$ cat config.mk
export PLATFORM = sky130hd
export DESIGN_NAME = isrr_pos_enc
export DESIGN_NICKNAME = d
export VERILOG_FILES = /design/src/design/insertion_sort_rotation_recorder_core_defines.svh /design/src/design/isrr_pkg.sv /design/src/design/isrr_pos_enc.sv
export SDC_FILE = /design/constraint.sdc
export NUM_CORES = 1
export LEC_CHECK = 0
export BUFFER_PORTS_ARGS = -buffer_cell sky130_fd_sc_hd__buf_4
export CAP_MARGIN = 20
export CORE_AREA = 2 2 39 41
export DETAILED_ROUTE_END_ITERATION = 10
export DIE_AREA = 0 0 41 43
export GPL_TIMING_DRIVEN = 0
export MAX_ROUTING_LAYER = met4
export PLACE_DENSITY = 0.82
export SYNTH_ARGS = -nofsm -noshare
export SYNTH_HDL_FRONTEND = slang
export SYNTH_SLANG_ARGS = --single-unit
$ cat constraint.sdc
create_clock -name vclk -period 3
set_input_delay 0.3 -clock vclk [all_inputs]
set_output_delay 0.3 -clock vclk [all_outputs]
set_load 0.02 [all_outputs]
$ cat src/design/insertion_sort_rotation_recorder_core_defines.svh
// assertion macros shared by the sorter rtl
`ifndef INSERTION_SORT_ROTATION_RECORDER_CORE_DEFINES_SVH
`define INSERTION_SORT_ROTATION_RECORDER_CORE_DEFINES_SVH

// same-cycle implication, sampled on clk_i, off while rst_ni is low
`define ISRR_ASSERT_NOW(name, ante, cons) \
  name: assert property (@(posedge clk_i) disable iff (!rst_ni) (ante) |-> (cons)) \
    else $error("isrr check failed");

// next-cycle implication
`define ISRR_ASSERT_NEXT(name, ante, cons) \
  name: assert property (@(posedge clk_i) disable iff (!rst_ni) (ante) |=> (cons)) \
    else $error("isrr check failed");

`endif

$ cat src/design/isrr_pkg.sv
package isrr_pkg;

  localparam int MAX_ITEMS  = 64;
  localparam int DATA_WIDTH = 32;

  // fill count holds 0..MAX_ITEMS, cell index 0..MAX_ITEMS-1
  localparam int CNT_W = $clog2(MAX_ITEMS + 1);
  localparam int IDX_W = $clog2(MAX_ITEMS);
  // arithmetic width for positions before truncation to the result fields
  localparam int PW    = (CNT_W > 7) ? CNT_W : 7;

  localparam logic [5:0] ROT_MAX = 6'd63;

  typedef struct packed {
    logic ins_en;    // a transfer inserts into the row this cycle
    logic occupied;  // cell index is below the fill count
    logic left_lt;   // left neighbor holds a value below the key
  } isrr_cell_ctrl_t;

endpackage

$ cat src/design/isrr_pos_enc.sv
module isrr_pos_enc
  import isrr_pkg::*;
(
  input  logic [MAX_ITEMS-1:0] onehot_i,
  output logic [IDX_W-1:0]     idx_o
);

  always_comb begin
    idx_o = '0;
    for (int i = 0; i < MAX_ITEMS; i++) begin
      if (onehot_i[i]) begin
        idx_o = idx_o | IDX_W'(i);
      end
    end
  end

endmodule

==> impl_summary.txt, run 1 <==
----------------------------------------------------
[Floorplanning]
  Height of the die ... between 40 and 50 um
  Starting density of the core ... 22.51%
  Die area ... roughly 0.0018 sq mm
  Top Ports ... 70
  Floorplan Core Area ... 0.001384 sq mm
  Cell Rows ... 14
  Die Span X ... 41 um

[Worst setup path]
  Cell occurring most often along the worst timing path ... or4_1
  Critical Path Sink Type ... primary output
  Number of logic stages on the critical path including buffering ... 5
  Type of the worst setup path ... in -> out
  Required arrival time at the worst endpoint ... 2.70 ns
  Delay of the slowest cell on the worst path ... ~0.53 ns
  Data arrival time of the worst path ... 1.98 ns
  Crit path from ... onehot_i[24]
  Worst path buffer plus inverter count ... 2
  Crit path max-delay family ... simple AND/OR/NAND/NOR gates
  Cells along the critical path ... buf_4 -> or4_1 -> or4_1 -> or4_1 -> buf_4
  Startpoint type of the worst setup path ... input pin
  Maximum fanout along the worst path ... 2
  Crit-path slowest cell ... or4_1

[Global routing]
  Wire length of the first global-routing pass ... 2725 um
  Maximum number of pins on one net before global-route repair ... 4
  Initial antenna violation count ... 0
  Overflow left after global routing ... 0
  Overall fraction of global-route tracks in use ... 21.29%
  Number of global-route vias before repair ... 696

[Cells and area]
  Sequential cell count of the final layout ... 0
  Number of fill cells ... 141
  Layout Cell Area excl Fill ... 849.6 sq um
  Share of layout cells above drive strength 1 ... 59.66%
  Layout overhead on the synthesized area ... 172.7%
  Final cell utilization of the core ... 61.39%
  Total of clock buffers placed in the layout ... 0
  Net count, final ... 185
  Sequential cell area ... 0 sq um
  Diodes inserted ... 0

[Place]
  Placer congestion estimate ... 0.8478
  Placed standard-cell area ... 849.6 sq um
  Port buffer count ... just under 70
  HPWL after detailed placement ... 1677 um
  Worst setup slack after placement ... 0.7137 ns

[Power and ir drop]
  Static Leak ... roughly 0.38 nW
  Maximum resistive drop on vdd ... 50.10 uV
  Cell area power density ... 97.16 mW/mm^2

[Yosys]
  Synthesis Warnings ... 0
  Post-synthesis average cell area ... between 6 and 7 sq um
  Combined area of all synthesized cells ... 311.5 sq um
  Synth Instances ... 50
  Number of distinct library cell variants in the gate-level netlist after synthesis ... 15
  Net Count, Synth ... about 110
  Sequential area share after synthesis ... 0%

[Timing]
  Transition time at the pin with the least slew margin ... 0.3925 ns
  Final setup vio count ... 0
  Final slew viol count ... 0
  Minimum period implied by the final worst setup slack ... between 2 and 2.5 ns
  Final worst hold slack ... 0.9305 ns
  Post-route clock period utilization ... 76.01%
  Final worst-path setup slack ... just over 0.7 ns
  Final hold violations ... 0
  Slew headroom ... 73.59%
  Highest clock frequency the design can meet ... 438.5 MHz
  Setup TNS ... 0 ns
  Unrepaired setup endpoints after global routing ... false

[Route]
  Post-route ant nets ... 0
  Vias per inst ... 5.437
  Average wire per standard cell ... 13.17 um
  Iter 0 DRT Violations ... 14
  Initial DRT Pass Iterations ... 4
  Residual DRC ... 0
  Final wirelength ... 1778 um
  Via count of the routed design ... 734

[Hold path]
  Startpoint of the lowest-slack hold path ... onehot_i[48]
  Path class of the lowest-slack min-delay path ... in -> out
  Cell depth of the worst hold path ... 4

[Outcome]
  Status ... completed

[Job]
  Reported max-cap violation count ... 0

[Clocking]
  Number of buffers inserted to repair setup after CTS ... 0
  Total of hold buffers inserted after clock tree synthesis ... 0
  Cells resized by post-CTS repair ... 0

----------------------------------------------------
Yosys cell counts:
| cell | n | area [sq um] |
|---|---|---|
| or2_2 | 2 | 12.51 |
| and4_1 | 1 | 8.760 |
| nor4bb_1 | 1 | 10.01 |
| nand4b_1 | 1 | 8.760 |
| nand4bb_1 | 1 | 11.26 |
| or3_1 | 2 | 12.51 |
| or4_1 | 6 | 45.04 |
| and3_1 | 2 | 12.51 |
| nor2_1 | 3 | 11.26 |
| nand3_1 | 2 | 10.01 |
| nor3_1 | 5 | 25.02 |
| nand3b_1 | 1 | 7.510 |
| nor4_1 | 18 | 112.6 |
| nand2_1 | 3 | 11.26 |
| nand4_1 | 2 | 12.51 |
power breakdown:
group | leakage [nW] | internal, mW | switching, mW | total, mW
clock network | 0 | 0 | 0 | 0
logic | 0.377 | 0.0577 | 0.0249 | 0.0825
registers | 0 | 0 | 0 | 0
metrics by stage:
stage                     power [mW]  cells
after floorplan             0.009658     50
after global placement       0.08179    135
after detailed placement     0.08281    135
after CTS                    0.08299    135
after global routing         0.08917    135
final                        0.08254    135
metal layers:
layer / GRT usage, % / part of all wire [%] / up-vias
li1: - / - / 366
met1: 27.22 / 38 / 326
met2: 38.13 / 50 / 42
met3: 0 / 12 / 0
met4: 0 / 0 / 0
met5: - / 0 / -
logic make-up (layout without fill, tap and decap cells):
group,count (synthesis),in the layout,share of synthesized area [%]
simple gates,50,50,100.0
buf+inv,0,69,0
placed cells by master, fill, tap and decap left out:
cell	n
nand2_1	3
nor4_1	18
or3_1	2
nor2_1	3
or2_2	2
and3_1	2
nand3_1	2
nor4bb_1	1
nand4_1	2
nand4bb_1	1
buf_4	69
nor3_1	5
nand4b_1	1
and4_1	1
or4_1	6
nand3b_1	1
worst min-delay path, delay by kind of cell:
| kind | cells | cell delay, ns |
|---|---|---|
| buf+inv | 2 | 0.22 |
| simple gates | 2 | 0.11 |
final timing paths:
path and to:
max idx_o[3], min idx_o[5]
area by class of cell:
cell class | instances | area, sq um | area share [%]
Tap cell | 16 | 20.02 | 2.356
Timing Repair Buffer | 69 | 518.0 | 60.97
Multi-Input combinational cell | 50 | 311.5 | 36.67
(Power assumes the default switching activity.)
==> run 2: changes to the inputs <==
- ABC_AREA: unset -> 1
- CORE_AREA: 2 2 39 41 -> 2 2 49 51
- DIE_AREA: 0 0 41 43 -> 0 0 51 53
- PLACE_DENSITY: 0.82 -> 0.77
- clock period: 3 -> 2 ns (I/O delays scaled with it)
==> run 2 against run 1 <==
Against the previous run: combinational power up 110%; critical endpoint is now idx_o[5]; cell count rose by 100%; routed wire length is 23% higher; global-route usage is 4.3 points lower; synthesized area rose by 130%; critical path type unchanged; synthesized cell count rose to 3.6 times the previous value.
==> impl_summary.txt, run 2 <==
----------------------------------------------------
[Route]
  Final wirelength ... 2193 um (+23%)
  Vias per inst ... 3.971 (-27%)
  Initial DRT Pass Iterations ... 4 (unchanged)
  Via count of the routed design ... 1096 (+49%)
  Residual DRC ... 0 (unchanged)
  Iter 0 DRT Violations ... 11 (-3)
  Post-route ant nets ... 0 (unchanged)
  Average wire per standard cell ... 7.946 um (-40%)

[Floorplanning]
  Die area ... 0.002703 sq mm (+53%)
  Cell Rows ... 17 (+3)
  Floorplan Core Area ... 0.002148 sq mm (+55%)
  Height of the die ... 53 um (+23%)
  Starting density of the core ... 33.02% (+11 points)
  Top Ports ... 70 (unchanged)
  Die Span X ... 51 um (+24%)

[Yosys]
  Synthesis Warnings ... 0 (unchanged)
  Sequential area share after synthesis ... 0% (unchanged)
  Post-synthesis mux area share ... 0% (unchanged)
  Number of distinct library cell variants in the gate-level netlist after synthesis ... 10 (-5)
  Commonest cells in the netlist ... 59 x nand2_1, 50 x nor2_1, 38 x inv_1
  Count leader, synth ... nand2_1
  Xor and xnor fraction of the mapped netlist area ... 0% (unchanged)
  Largest family of logic cells by synthesized area ... simple AND/OR/NAND/NOR gates
  Fraction of synthesized cell area taken by the top area cell type ... 31.22% (-4.9 points)
  Cell types with the largest area share after synthesis ... nand2_1 31%, nor2_1 26%, inv_1 20%, inv_2 9.0%, nand2_2 4.4%
  Area fraction in compound gates after synthesis ... 0% (unchanged)
  Synth Instances ... 179 (+260%)
  Yosys top cell by area ... nand2_1
  Synth Area in Adders ... 0% (unchanged)
  Net Count, Synth ... 243 (+110%)
  Post-synthesis average cell area ... 3.963 sq um (-36%)
  Combined area of all synthesized cells ... 709.4 sq um (+130%)
  Simple-gate area share of the yosys netlist ... 69.84% (-30 points)

[Hold path]
  Path class of the lowest-slack min-delay path ... in -> out

[Timing]
  Minimum period implied by the final worst setup slack ... approximately 1.1 ns
  Post-route clock period utilization ... between 50 and 60%
  Slew headroom ... 89.22% (+16 points)
  Unrepaired setup endpoints after global routing ... false
  Final slew viol count ... 0 (unchanged)
  Setup TNS ... 0 ns (unchanged)
  Final worst-path setup slack ... 0.8515 ns (+0.1318 ns)
  Highest clock frequency the design can meet ... 870.7 MHz
  Final hold violations ... 0 (unchanged)
  Final setup vio count ... 0 (unchanged)
  Transition time at the pin with the least slew margin ... 0.1611 ns (-0.2314 ns)

[Place]
  Port buffer count ... 69 (unchanged)
  Placer congestion estimate ... 0.8611 (+1.6%)
  HPWL after detailed placement ... 2087 um (+24%)
  Worst setup slack after placement ... 0.8549 ns (+0.1412 ns)

[Global routing]
  Maximum number of pins on one net before global-route repair ... 4 (unchanged)
  Wire length of the first global-routing pass ... 3567 um (+31%)
  Overflow left after global routing ... 0 (unchanged)
  Initial antenna violation count ... 0 (unchanged)
  Overall fraction of global-route tracks in use ... 17.03% (-4.3 points)
  Number of global-route vias before repair ... 961 (+38%)

[Cells and area]
  Sequential cell area ... 0 sq um (unchanged)
  Sequential cell count of the final layout ... 0 (unchanged)
  Layout overhead on the synthesized area ... 77.95%
  Share of layout cells above drive strength 1 ... 38.31% (-21 points)
  Diodes inserted ... 0 (unchanged)
  Most common cell after layout, fill and taps aside ... buf_4
  Net count, final ... 314 (+70%)
  Commonest cells after routing, fill and taps aside ... 69 x buf_4, 59 x nand2_1, 50 x nor2_1, 38 x inv_1, 17 x inv_2
  Total of clock buffers placed in the layout ... 0 (unchanged)

[Worst setup path]
  Critical Path Sink Type ... primary output
  Maximum fanout along the worst path ... 2 (unchanged)
  Type of the worst setup path ... in -> out
  Data arrival time of the worst path ... 0.95 ns (-1.03 ns)
  Required arrival time at the worst endpoint ... 1.80 ns (-0.90 ns)
  Startpoint type of the worst setup path ... input pin

[Outcome]
  Status ... completed

[Job]
  Reported max-cap violation count ... 0 (unchanged)

[Clocking]
  Cells resized by post-CTS repair ... 0 (unchanged)
  Total of hold buffers inserted after clock tree synthesis ... 0 (unchanged)
  Number of buffers inserted to repair setup after CTS ... 0 (unchanged)

[Power and ir drop]
  Static Leak ... 0.7709 nW (+100%)
  Maximum resistive drop on vdd ... 78.17 uV (+56%)
  Cell area power density ... 139.0 mW/mm^2 (+43%)

----------------------------------------------------
==> run 2: cell types whose count changed after synthesis, moves of 3 or more <==
cell	delta
inv_1	+38
inv_2	+17
nand2_1	+56
nand2_2	+5
nor2_1	+47
nor2_2	+3
nor3_1	-5
nor4_1	-18
or4_1	-6
==> run 2: worst paths after layout <==
path	endpoint	from	cells past startpoint	slack (ns)
max	idx_o[5]	onehot_i[51]	8	0.85
min	idx_o[1]	onehot_i[2]	6	0.78
==> run 2: power breakdown <==
group,internal (mW),switching (mW)
Combinational,0.104,0.0718
Sequential,0,0
Clock,0,0
==> run 2: area by class of cell <==
class	instances	area [sq um]
Timing Repair Buffer	69	518.0
Multi-Input combinational cell	122	495.5
Tap cell	28	35.03
Fill cell	262	885.9
Inverter	57	214.0
==> run 2: cell families (layout without fill, tap and decap cells) <==
kind of cell  Yosys count  count (layout)
simple gates          122             122
buf+inv                57             126
==> run 2: critical path: stages <==
cell and delay (ns):
buf_4 0.11, inv_2 0.04, nand2_1 0.07, nor2_1 0.14
nand2_1 0.07, nor2_1 0.10, nand2_1 0.06, buf_4 0.15
==> run 2: through the flow <==
stage | total power, mW | std cells | util (%) | cell area [sq um] | hold slack [ns]
final | 0.1755 | 276 | 58.77 | 1262 | 0.7752
after CTS | 0.1775 | 276 | 58.77 | 1262 | 0.7809
after detailed placement | 0.1770 | 276 | 58.77 | 1262 | 0.7809
after global placement | 0.1747 | 276 | 58.77 | 1262 | 0.7830
after global routing | 0.1975 | 276 | 58.77 | 1262 | 0.8024
after floorplan | 0.06585 | 179 | - | 709.4 | 0.6538
==> run 2: routing by layer <==
layer  routed length [um]  global-route usage, %  share of wire (%)
met2                 1066                  31.17                 49
met3                  196                  1.130                8.9
met4                    0                      0                  0
met5                    0                      -                  0
met1                  930                  21.89                 42
