[src/design/insertion_sort_rotation_recorder_core_defines.svh]
// assertion macros shared by the sorter rtl
`ifndef INSERTION_SORT_ROTATION_RECORDER_CORE_DEFINES_SVH
`define INSERTION_SORT_ROTATION_RECORDER_CORE_DEFINES_SVH

// same-cycle implication, sampled on clk_i, off while rst_ni is low
`define ISRR_ASSERT_NOW(name, ante, cons) \
  name: assert property (@(posedge clk_i) disable iff (!rst_ni) (ante) |-> (cons)) \
    else $error("isrr check failed");

// next-cycle implication
`define ISRR_ASSERT_NEXT(name, ante, cons) \
  name: assert property (@(posedge clk_i) disable iff (!rst_ni) (ante) |=> (cons)) \
    else $error("isrr check failed");

`endif

[src/design/isrr_pkg.sv]
package isrr_pkg;

  localparam int MAX_ITEMS  = 64;
  localparam int DATA_WIDTH = 32;

  // fill count holds 0..MAX_ITEMS, cell index 0..MAX_ITEMS-1
  localparam int CNT_W = $clog2(MAX_ITEMS + 1);
  localparam int IDX_W = $clog2(MAX_ITEMS);
  // arithmetic width for positions before truncation to the result fields
  localparam int PW    = (CNT_W > 7) ? CNT_W : 7;

  localparam logic [5:0] ROT_MAX = 6'd63;

  typedef struct packed {
    logic ins_en;    // a transfer inserts into the row this cycle
    logic occupied;  // cell index is below the fill count
    logic left_lt;   // left neighbor holds a value below the key
  } isrr_cell_ctrl_t;

endpackage

[src/design/isrr_cell.sv]
module isrr_cell
  import isrr_pkg::*;
(
  input  logic                  clk_i,
  input  isrr_cell_ctrl_t       ctrl_i,
  input  logic [DATA_WIDTH-1:0] key_i,
  input  logic [DATA_WIDTH-1:0] left_val_i,
  output logic [DATA_WIDTH-1:0] val_o,
  output logic                  lt_o,
  output logic                  bnd_o
);

  logic [DATA_WIDTH-1:0] val_q, val_d;

  assign lt_o  = ctrl_i.occupied && ($signed(val_q) < $signed(key_i));
  // first cell not below the key is where the new value lands
  assign bnd_o = !lt_o && ctrl_i.left_lt;
  assign val_o = val_q;

  always_comb begin
    val_d = val_q;
    if (ctrl_i.ins_en && !lt_o) begin
      val_d = ctrl_i.left_lt ? key_i : left_val_i;
    end
  end

  always_ff @(posedge clk_i) begin
    val_q <= val_d;
  end

endmodule

[config.mk]
export PLATFORM = sky130hd
export DESIGN_NAME = isrr_cell
export DESIGN_NICKNAME = d
export VERILOG_FILES = /design/src/design/insertion_sort_rotation_recorder_core_defines.svh /design/src/design/isrr_pkg.sv /design/src/design/isrr_cell.sv
export SDC_FILE = /design/constraint.sdc
export NUM_CORES = 1
export LEC_CHECK = 0
export ABC_CLOCK_PERIOD_IN_PS = 8600
export BUFFER_PORTS_ARGS = -buffer_cell sky130_fd_sc_hd__buf_2
export CAP_MARGIN = 10
export CORE_ASPECT_RATIO = 0.8
export CORE_MARGIN = 2
export CORE_UTILIZATION = 47
export CTS_BUF_LIST = sky130_fd_sc_hd__clkbuf_16
export CTS_CLUSTER_DIAMETER = 40
export CTS_CLUSTER_SIZE = 25
export DETAILED_ROUTE_END_ITERATION = 16
export GPL_ROUTABILITY_DRIVEN = 0
export PLACE_DENSITY = 0.81
export SETUP_SLACK_MARGIN = 0.2
export SLEW_MARGIN = 20
export SYNTH_ARGS = -nofsm -noshare
export SYNTH_HDL_FRONTEND = slang
export SYNTH_SLANG_ARGS = --single-unit
[constraint.sdc]
create_clock -name clk_i -period 8.6 [get_ports clk_i]
set_clock_uncertainty 0.1 [all_clocks]
set_input_delay 2.58 -clock clk_i [delete_from_list [all_inputs] [get_ports clk_i]]
set_output_delay 2.58 -clock clk_i [all_outputs]
set_load 0.03 [all_outputs]
==> impl_metrics.py, run 1 <==
metrics = {
    "outcome": {
        "status": "finished clean",
    },
    "power": {
        "swShare_pct": 29.2,
        "p_clk_share_pct": 32.4,
        "switchingPower_mw": 0.144,
        "p_seq_share_pct": 40.5,
        "power.density_nw_per_um2": 173,
        "p_int_mw": 0.349,
        "vdd_drop_max_mv": 0.119,
        "fin_total_pwr_mw": 0.493,
        "combPwrFrac_pct": 27.1,
        "power.leakage_nw": 1.42,
    },
    "critical_path": {
        "reg2regPathDepth": 8,
        "worstSetupEndpointType": "output pin",
        "timing.rr.start": "val_o[30]",
        "rrSetupSlack_ns": 5.49,
        "slowest_delay_ns": 0.35,
        "cpMaxStageDelayCell": "a221o_1",
        "start_kind": "primary input",
        "worst-setup-path-type": "in -> out",
        "crit_path_end": "lt_o",
        "crit_required_ns": 5.92,
        "path_cells": "buf_2, inv_1, ha_1, a21oi_1, nand2_1, a221o_1, a211o_1, a211oi_1, or2_1, buf_2",
        "r2r_end": "val_o[20]",
        "cp.arrival_ns": 4.60,
        "path_common_cell": "buf_2",
        "startpoint": "key_i[30]",
        "worstPathMaxFanout": 3,
    },
    "logic_synthesis": {
        "syn_nets": 281,
        "synthCells": 182,
        "syn_avg_cell_area_um2": 11.8,
        "ys_seq_area_share_pct": 44.9,
        "syn_area_um2": 2140,
        "synth-edff-count": 32,
        "ys_types": 24,
        "synth_seq_cells": 32,
        "synthArstFlopShare_pct": 0,
        "synth_ff_type": "edfxtp_1",
        "yosysWarnings": 0,
    },
    "min_path": {
        "hold_path.class": "reg -> reg",
    },
    "timing": {
        "worstMarginPinSlew_ns": 0.747,
        "drv_slew": 0,
        "fin_crit_sh_pct": 84.6,
        "tns_ns": 0,
        "finalHoldViolCount": 0,
        "fin_crit_ns": 7.28,
        "max_freq_mhz": 137,
        "setup_viol": 0,
        "slew_headroom_pct": 50.2,
        "rsz0062_at_grt": "no",
    },
    "die": {
        "ios": 102,
        "initial_core_util_pct": 50.0,
        "fp.dieW_um": 79.5,
        "rows": 21,
        "dieArea_um2": 5120,
        "die_h_um": 64.4,
        "design.core.area_um2": 4280,
    },
    "global_routing": {
        "antenna_found_initial": 0,
        "grt_pass1_vias": 1578,
        "grt_max_degree": 34,
        "grt-ovfl-total": 0,
        "grt_use_total_pct": 18.3,
        "grt_pass1_wl_mm": 7.24,
    },
    "clock_tree": {
        "cts.sinks": 32,
        "h-tree-depth": 2,
        "tritoncts": "yes",
        "cts_buffers": 5,
        "cts_root_buf": "clkbuf_16",
        "clock_latency_ns": 0.27,
        "clkTransAtPathRegs_ns": 0.05,
        "cts_buffer_depth": 2,
        "post_cts_buffers": 0,
        "cts.repair.resized": 0,
        "hold_buffers": 0,
    },
    "finish": {
        "fin_util_pct": 66.5,
        "fin_area_um2": 2850,
        "nets": 386,
        "fillerInstances": 328,
        "synthToLayoutAreaGrowth_pct": 33.0,
        "drive_above_1_share_pct": 49.1,
        "antenna_cells": 0,
        "largest_reg_flops": 32,
    },
    "route": {
        "totalWireLength_mm": 4.55,
        "drt_iter0_drc": 107,
        "drt-vias-per-instance": 4.94,
        "vias": 1698,
        "dr.pass1.iters": 4,
        "wire_per_inst_um": 13.2,
        "drc": 0,
        "antenna_left": 0,
    },
    "flow_run": {
        "max_cap_viol_count": 0,
    },
    "place": {
        "place_area_um2": 2720,
        "hpwlAfterDp_mm": 3.72,
        "io_buffers": 101,
    },
}
-- logic make-up after synthesis --
group / Yosys count / synth area share, %
compound gates: 26 / 7.48
mux: 32 / 16.8
simple gates: 26 / 6.60
fa+ha+maj: 31 / 18.1
flops: 32 / 44.9
buf+inv: 35 / 6.13
-- per-layer routing --
| layer | global-route usage (%) | vias to the layer above | share of wire, % |
|---|---|---|---|
| li1 | - | 878 | - |
| met1 | 24.6 | 756 | 45 |
| met2 | 30.5 | 62 | 47 |
| met3 | 4.10 | 2 | 6.9 |
| met4 | 3.88 | 0 | 0.64 |
| met5 | 0 | - | 0 |
-- how the worst min path moves through the flow --
stage                         start         to  slack, ns  depth (start not counted)
final                     val_o[31]   val_o[0]       1.09                          5
after global routing      val_o[31]   val_o[9]       1.12                          3
after CTS                 val_o[31]   val_o[0]       1.08                          5
after detailed placement  val_o[31]  val_o[31]       1.08                          5
after global placement    val_o[31]  val_o[31]       1.08                          5
after floorplan           val_o[31]   val_o[0]       1.65                          5
-- critical path: cells and delay by family --
kind	cells	cell delay [ns]
adder cells (fa/ha/maj)	1	0.32
AND/OR/NAND/NOR	2	0.23
AO/OA/AOI/OAI	4	1.15
buffers and inverters	3	0.32
-- stage by stage --
stage | instances | hold WS, ns | setup slack, ns
2_1_floorplan | 182 | 1.65 | 1.27
3_3_place_gp | 337 | 1.08 | 1.36
3_5_place_dp | 337 | 1.08 | 1.33
4_1_cts | 344 | 1.08 | 1.33
5_1_grt | 344 | 1.12 | 1.11
6_report | 344 | 1.09 | 1.32
-- layout make-up --
| type | instances | area, um2 | share of cell area, % |
|---|---|---|---|
| Tap cell | 57 | 71.3 | 2.50 |
| Inverter | 31 | 116 | 4.08 |
| Multi-Input combinational cell | 115 | 1050 | 37.0 |
| Clock buffer | 5 | 125 | 4.39 |
| Sequential cell | 32 | 961 | 33.7 |
| Clock inverter | 2 | 7.51 | 0.264 |
| Timing Repair Buffer | 102 | 513 | 18.0 |
-- power by group through the flow --
stage	Combinational [mW]	Sequential (mW)	Clock (mW)
floorplan	0.0596	0.231	0
global placement	0.131	0.202	0
detailed placement	0.134	0.203	0
CTS	0.135	0.200	0.163
global route	0.148	0.202	0.171
finish	0.134	0.200	0.160
-- cells in the mapped netlist, types with 2 or more instances --
| master | instances | area (um2) |
|---|---|---|
| a211o_1 | 2 | 17.5 |
| a21o_1 | 2 | 15.0 |
| a21oi_1 | 13 | 65.1 |
| clkbuf_1 | 4 | 15.0 |
| edfxtp_1 | 32 | 961 |
| ha_1 | 31 | 388 |
| inv_1 | 31 | 116 |
| mux2_2 | 32 | 360 |
| nand2_1 | 7 | 26.3 |
| nand3_1 | 3 | 15.0 |
| nand4_1 | 6 | 37.5 |
| nor2_1 | 3 | 11.3 |
| nor3b_1 | 2 | 15.0 |
| o21ai_0 | 4 | 20.0 |
-- cells in the final DEF, fill, tap and decap left out --
cell type,count
nor3_1,1
a221o_1,1
a31oi_1,1
o21ai_0,4
nand2_1,7
buf_4,1
nor3b_1,1
mux2_2,32
nand2b_1,1
and3b_4,1
o41ai_1,1
nor3b_2,1
a211o_1,2
a21o_1,2
edfxtp_1,32
a21oi_1,13
or2_1,1
nand3_1,3
a211oi_1,1
ha_1,31
o311a_1,1
nand4_1,6
nor2_1,3
clkbuf_16,5
clkinv_1,2
buf_2,101
inv_1,31
nor4_1,1
No activity file was read; power rests on OpenSTA's default activity.
==> run 2: changes to the inputs <==
--- a/config.mk
+++ b/config.mk
@@ -5,7 +5,7 @@
 export SDC_FILE = /design/constraint.sdc
 export NUM_CORES = 1
 export LEC_CHECK = 0
-export ABC_CLOCK_PERIOD_IN_PS = 8600
+export ABC_CLOCK_PERIOD_IN_PS = 7600
 export BUFFER_PORTS_ARGS = -buffer_cell sky130_fd_sc_hd__buf_2
 export CAP_MARGIN = 10
 export CORE_ASPECT_RATIO = 0.8
==> constraint.sdc (replaced) <==
create_clock -name clk_i -period 7.6 [get_ports clk_i]
set_clock_uncertainty 0.1 [all_clocks]
set_input_delay 2.28 -clock clk_i [delete_from_list [all_inputs] [get_ports clk_i]]
set_output_delay 2.28 -clock clk_i [all_outputs]
set_load 0.03 [all_outputs]
==> run 2 against run 1 <==
  * Die area unchanged
  * Critical path type unchanged
  * Clock-buffer cell count unchanged
  * Routed wire length up 3.5%
  * Critical path depth unchanged
  * Combinational power up 13%
  * Largest cell class unchanged
==> impl_metrics.py, run 2 (synthesis results as in run 1) <==
metrics = {
    "route": {
        "drt-vias-per-instance": 4.97,
        "antenna_left": 0,
        "wire_per_inst_um": 13.6,
        "drc": 0,
        "totalWireLength_mm": 4.71,
        "drt_iter0_drc": 59,
        "dr.pass1.iters": 4,
        "vias": 1716,
    },
    "die": {
        "initial_core_util_pct": 50.0,
        "dieArea_um2": 5120,
        "ios": 102,
        "fp.dieW_um": 79.5,
        "rows": 21,
        "die_h_um": 64.4,
        "design.core.area_um2": 4280,
    },
    "clock_tree": {
        "cts.sinks": 32,
        "post_cts_buffers": 0,
        "cts.repair.resized": 0,
        "hold_buffers": 0,
        "h-tree-depth": 2,
        "tritoncts": "yes",
        "cts_buffers": 5,
        "cts_root_buf": "clkbuf_16",
        "clock_latency_ns": 0.27,
        "clkTransAtPathRegs_ns": 0.05,
        "cts_buffer_depth": 2,
    },
    "timing": {
        "rsz0062_at_grt": "no",
        "max_freq_mhz": 149,
        "tns_ns": 0,
        "fin_ws_ns": 0.910,
        "setup_viol": 0,
        "drv_slew": 0,
        "finalHoldViolCount": 0,
        "worstMarginPinSlew_ns": 0.747,
        "slew_headroom_pct": 50.2,
        "fin_crit_sh_pct": 88.0,
        "fin_crit_ns": 6.69,
    },
    "finish": {
        "drive_above_1_share_pct": 49.7,
        "final_cells": 345,
        "fin_area_um2": 2860,
        "synthToLayoutAreaGrowth_pct": 33.3,
        "final_cell_mix": "buf_2 (101), mux2_2 (32), edfxtp_1 (32)",
        "largest_reg_flops": 32,
        "layout_commonest_cell": "buf_2",
        "antenna_cells": 0,
        "nets": 386,
    },
    "place": {
        "dp.cells": 337,
        "place_area_um2": 2720,
        "place_worst_setup_slack_ns": 0.931,
        "hpwlAfterDp_mm": 3.83,
        "io_buffers": 101,
    },
    "critical_path": {
        "reg2regPathDepth": 8,
        "worst-setup-path-type": "in -> out",
        "r2r_end": "val_o[20]",
        "cpMaxStageDelayCell": "a221o_1",
        "slowest_delay_ns": 0.34,
        "cp.arrival_ns": 4.31,
        "rrSetupSlack_ns": 4.45,
        "path_common_cell": "buf_2",
        "cp_num_buf_inv": 3,
        "start_kind": "primary input",
        "worstPathMaxFanout": 3,
        "path_cells": "buf_2, inv_1, ha_1, a21oi_1, nand2_1, a221o_1, a211o_1, a211oi_1, or2_1, buf_2",
        "worstSetupEndpointType": "output pin",
        "timing.rr.start": "val_o[30]",
        "crit_required_ns": 5.22,
        "crit_family": "compound AO/OA/AOI/OAI gates",
    },
    "global_routing": {
        "grt-ovfl-total": 0,
        "grt_max_degree": 34,
        "grt_pass1_vias": 1636,
        "grt_use_total_pct": 18.9,
        "grt_pass1_wl_mm": 7.36,
        "antenna_found_initial": 0,
    },
    "outcome": {
        "status": "finished clean",
    },
    "flow_run": {
        "max_cap_viol_count": 0,
    },
    "min_path": {
        "hold_end": "val_o[31]",
        "hold_path.class": "reg -> reg",
        "hp-start": "val_o[31]",
        "hold_depth": 5,
    },
    "power": {
        "power.density_nw_per_um2": 198,
        "power.leakage_nw": 1.42,
        "vdd_drop_max_mv": 0.131,
        "fin_total_pwr_mw": 0.566,
    },
}
## run 2: changes by cell type in the layout (fill, tap and decap cells not counted)
cell	previous run	this run
clkinv_2	0	2
clkinv_1	2	1
## run 2: layer usage
layer	part of all wire, %	track usage [%]
met4	0.64	4.53
met5	0	0
met3	5.8	4.10
met2	48	32.4
met1	46	24.2
## run 2: through the flow
stage               util (%)  hold WS, ns
detailed placement      63.4         1.08
finish                  66.7         1.12
global placement        63.4         1.07
floorplan                  -         1.65
global route            66.7         1.15
CTS                     66.7         1.11
## run 2: final cells by class
cell class / instances / area [um2]
fill: 345 / 1430
multi-input combinational: 115 / 1050
sequential: 32 / 961
timing repair buffer: 102 / 513
clock buffer: 5 / 125
inverter: 31 / 116
tap: 57 / 71.3
clock inverter: 3 / 13.8
## run 2: worst reg2reg max path, cell delays in order, from the launching register on
cell and delay [ns]:
edfxtp_1 0.39, ha_1 0.33, a21oi_1 0.19, nand2_1 0.07, a221o_1 0.34, a211o_1 0.28
and3b_4 0.20, nor3b_2 0.45, buf_4 0.45
## run 2: worst max path at each step
| stage | depth (start not counted) | endpoint | startpoint |
|---|---|---|---|
| 6_report | 10 | lt_o | key_i[30] |
| 5_1_grt | 10 | lt_o | key_i[30] |
| 4_1_cts | 10 | lt_o | key_i[30] |
| 3_5_place_dp | 10 | lt_o | key_i[30] |
| 3_3_place_gp | 9 | bnd_o | key_i[7] |
| 2_1_floorplan | 8 | bnd_o | key_i[30] |
## run 2: report_power, final
group	switching (mW)	total (mW)	internal [mW]
sequential	0.00900	0.226	0.217
clock	0.0686	0.187	0.119
combinational	0.0907	0.152	0.0614
==> run 3: changes to the inputs <==
--- a/config.mk
+++ b/config.mk
@@ -5,13 +5,13 @@
 export SDC_FILE = /design/constraint.sdc
 export NUM_CORES = 1
 export LEC_CHECK = 0
-export ABC_CLOCK_PERIOD_IN_PS = 7600
+export ABC_CLOCK_PERIOD_IN_PS = 6200
 export BUFFER_PORTS_ARGS = -buffer_cell sky130_fd_sc_hd__buf_2
 export CAP_MARGIN = 10
 export CORE_ASPECT_RATIO = 0.8
 export CORE_MARGIN = 2
 export CORE_UTILIZATION = 47
-export CTS_BUF_LIST = sky130_fd_sc_hd__clkbuf_16
+export CTS_BUF_LIST = sky130_fd_sc_hd__clkbuf_8 sky130_fd_sc_hd__clkbuf_16
 export CTS_CLUSTER_DIAMETER = 40
 export CTS_CLUSTER_SIZE = 25
 export DETAILED_ROUTE_END_ITERATION = 16
==> constraint.sdc (replaced) <==
create_clock -name clk_i -period 6.2 [get_ports clk_i]
set_clock_uncertainty 0.1 [all_clocks]
set_input_delay 1.86 -clock clk_i [delete_from_list [all_inputs] [get_ports clk_i]]
set_output_delay 1.86 -clock clk_i [all_outputs]
set_load 0.03 [all_outputs]
==> run 3 against run 2 <==
  * Largest cell class unchanged
  * Clock-buffer cell count stayed put
  * Setup slack got worse by 0.58 ns
  * Routed wire length fell by 0.47%
  * Sequential share of layout area is 0.52 points higher
  * Clock power down 24%
  * Global-route usage up 0.10 points
  * Non-clock buffer count up 1
  * Die area unchanged
  * First-iteration DRC count is 49% higher
  * Sequential cell count unchanged
  * Power rose by 7.6%
  * Via count is 0.93% higher
==> impl_metrics.py, run 3 (synthesis results as in run 1) <==
metrics = {
    "clock_tree": {
        "clkTransAtPathRegs_ns": 0.06,
        "cts_buffer_depth": 2,
        "clock_latency_ns": 0.28,
        "post_cts_buffers": 0,
        "h-tree-depth": 2,
        "cts.sinks": 32,
        "tritoncts": "yes",
        "cts.repair.resized": 0,
        "hold_buffers": 0,
        "cts_buffers": 5,
        "cts_root_buf": "clkbuf_8",
    },
    "die": {
        "fp.dieW_um": 79.5,
        "die_h_um": 64.4,
        "dieArea_um2": 5120,
        "ios": 102,
        "design.core.area_um2": 4280,
        "rows": 21,
        "initial_core_util_pct": 50.0,
    },
    "route": {
        "drt_iter0_drc": 88,
        "drt-vias-per-instance": 5.05,
        "antenna_left": 0,
        "wire_per_inst_um": 13.7,
        "vias": 1732,
        "drc": 0,
        "dr.pass1.iters": 4,
        "totalWireLength_mm": 4.69,
    },
    "place": {
        "io_buffers": 101,
        "place_worst_setup_slack_ns": 0.262,
        "place_area_um2": 2730,
        "hpwlAfterDp_mm": 3.81,
    },
    "critical_path": {
        "path_cells": "buf_2, inv_1, ha_1, a21oi_1, nand2_1, a221o_1, a211o_1, and3b_4, nor3b_1, buf_2",
        "start_kind": "primary input",
        "worst-setup-path-type": "in -> out",
        "slowest_delay_ns": 0.33,
        "r2r_end": "val_o[25]",
        "reg2regPathDepth": 8,
        "path_common_cell": "buf_2",
        "worstPathMaxFanout": 3,
        "worstSetupEndpointType": "output pin",
        "cp.arrival_ns": 3.91,
        "cpMaxStageDelayCell": "ha_1",
        "rrSetupSlack_ns": 2.95,
        "timing.rr.start": "val_o[30]",
        "crit_required_ns": 4.24,
    },
    "flow_run": {
        "max_cap_viol_count": 0,
    },
    "timing": {
        "drv_slew": 0,
        "tns_ns": 0,
        "finalHoldViolCount": 0,
        "fin_crit_ns": 5.87,
        "worstMarginPinSlew_ns": 0.660,
        "slew_headroom_pct": 56.0,
        "max_freq_mhz": 170,
        "fin_ws_ns": 0.328,
        "rsz0062_at_grt": "no",
        "fin_crit_sh_pct": 94.7,
        "setup_viol": 0,
        "whs_ns": 1.16,
    },
    "min_path": {
        "hold_path.class": "reg -> reg",
        "hold_end": "val_o[31]",
        "hp-start": "val_o[31]",
        "hold_depth": 3,
    },
    "global_routing": {
        "grt_max_degree": 34,
        "grt-ovfl-total": 0,
        "grt_pass1_vias": 1675,
        "grt_use_total_pct": 19.0,
        "grt_pass1_wl_mm": 7.43,
        "antenna_found_initial": 0,
    },
    "finish": {
        "nets": 387,
        "fin_area_um2": 2810,
        "final_cell_mix": "buf_2 (101), mux2_2 (32), edfxtp_1 (32)",
        "antenna_cells": 0,
        "layout_commonest_cell": "buf_2",
        "fin_util_pct": 65.6,
        "synthToLayoutAreaGrowth_pct": 31.3,
        "drive_above_1_share_pct": 50.3,
        "largest_reg_flops": 32,
    },
    "outcome": {
        "status": "finished clean",
    },
    "power": {
        "vdd_drop_max_mv": 0.141,
        "power.leakage_nw": 1.40,
        "power.density_nw_per_um2": 217,
    },
}
run 3: changes by cell type in the layout (fill, tap and decap cells not counted), sizes merged:
cell,previous run,this run
buf,102,103
clkinv,3,0
run 3: worst max path at each step:
stage	start	endpoint	slack [ns]	cells past startpoint
after detailed placement	key_i[30]	lt_o	0.26	10
after CTS	key_i[30]	lt_o	0.26	10
after global placement	key_i[30]	lt_o	0.34	10
after global routing	key_i[30]	bnd_o	0.21	10
final	key_i[30]	bnd_o	0.33	10
after floorplan	key_i[30]	bnd_o	0.31	8
run 3: report_power, final:
| group | internal [mW] | switching, mW |
|---|---|---|
| Combinational | 0.0767 | 0.112 |
| Clock | 0.0722 | 0.0712 |
| Sequential | 0.266 | 0.0109 |
| Total | 0.415 | 0.194 |
run 3: routing by layer:
metal / global-route usage (%) / wire, um / vias up
met5: 0 / 0 / -
met4: 6.47 / 62 / 0
met3: 3.95 / 285 / 7
met2: 32.0 / 2250 / 62
met1: 24.1 / 2080 / 787
li1: - / - / 876
run 3: critical path: cells and delay by family:
family / cells / cell delay, ns
AO/OA/AOI/OAI: 3 / 0.80
AND/OR/NAND/NOR: 3 / 0.55
buffers and inverters: 3 / 0.36
adder cells (fa/ha/maj): 1 / 0.33
run 3: area by class of cell:
type / instances / area [um2]
timing repair buffer: 103 / 520
tap: 57 / 71.3
clock buffer: 5 / 68.8
sequential: 32 / 961
inverter: 31 / 116
fill: 354 / 1470
multi-input combinational: 115 / 1070
run 3: per-stage QoR:
step / instances / power, mW
final: 343 / 0.609
after global routing: 343 / 0.645
after CTS: 343 / 0.612
after detailed placement: 338 / 0.469
after global placement: 338 / 0.464
after floorplan: 182 / 0.403
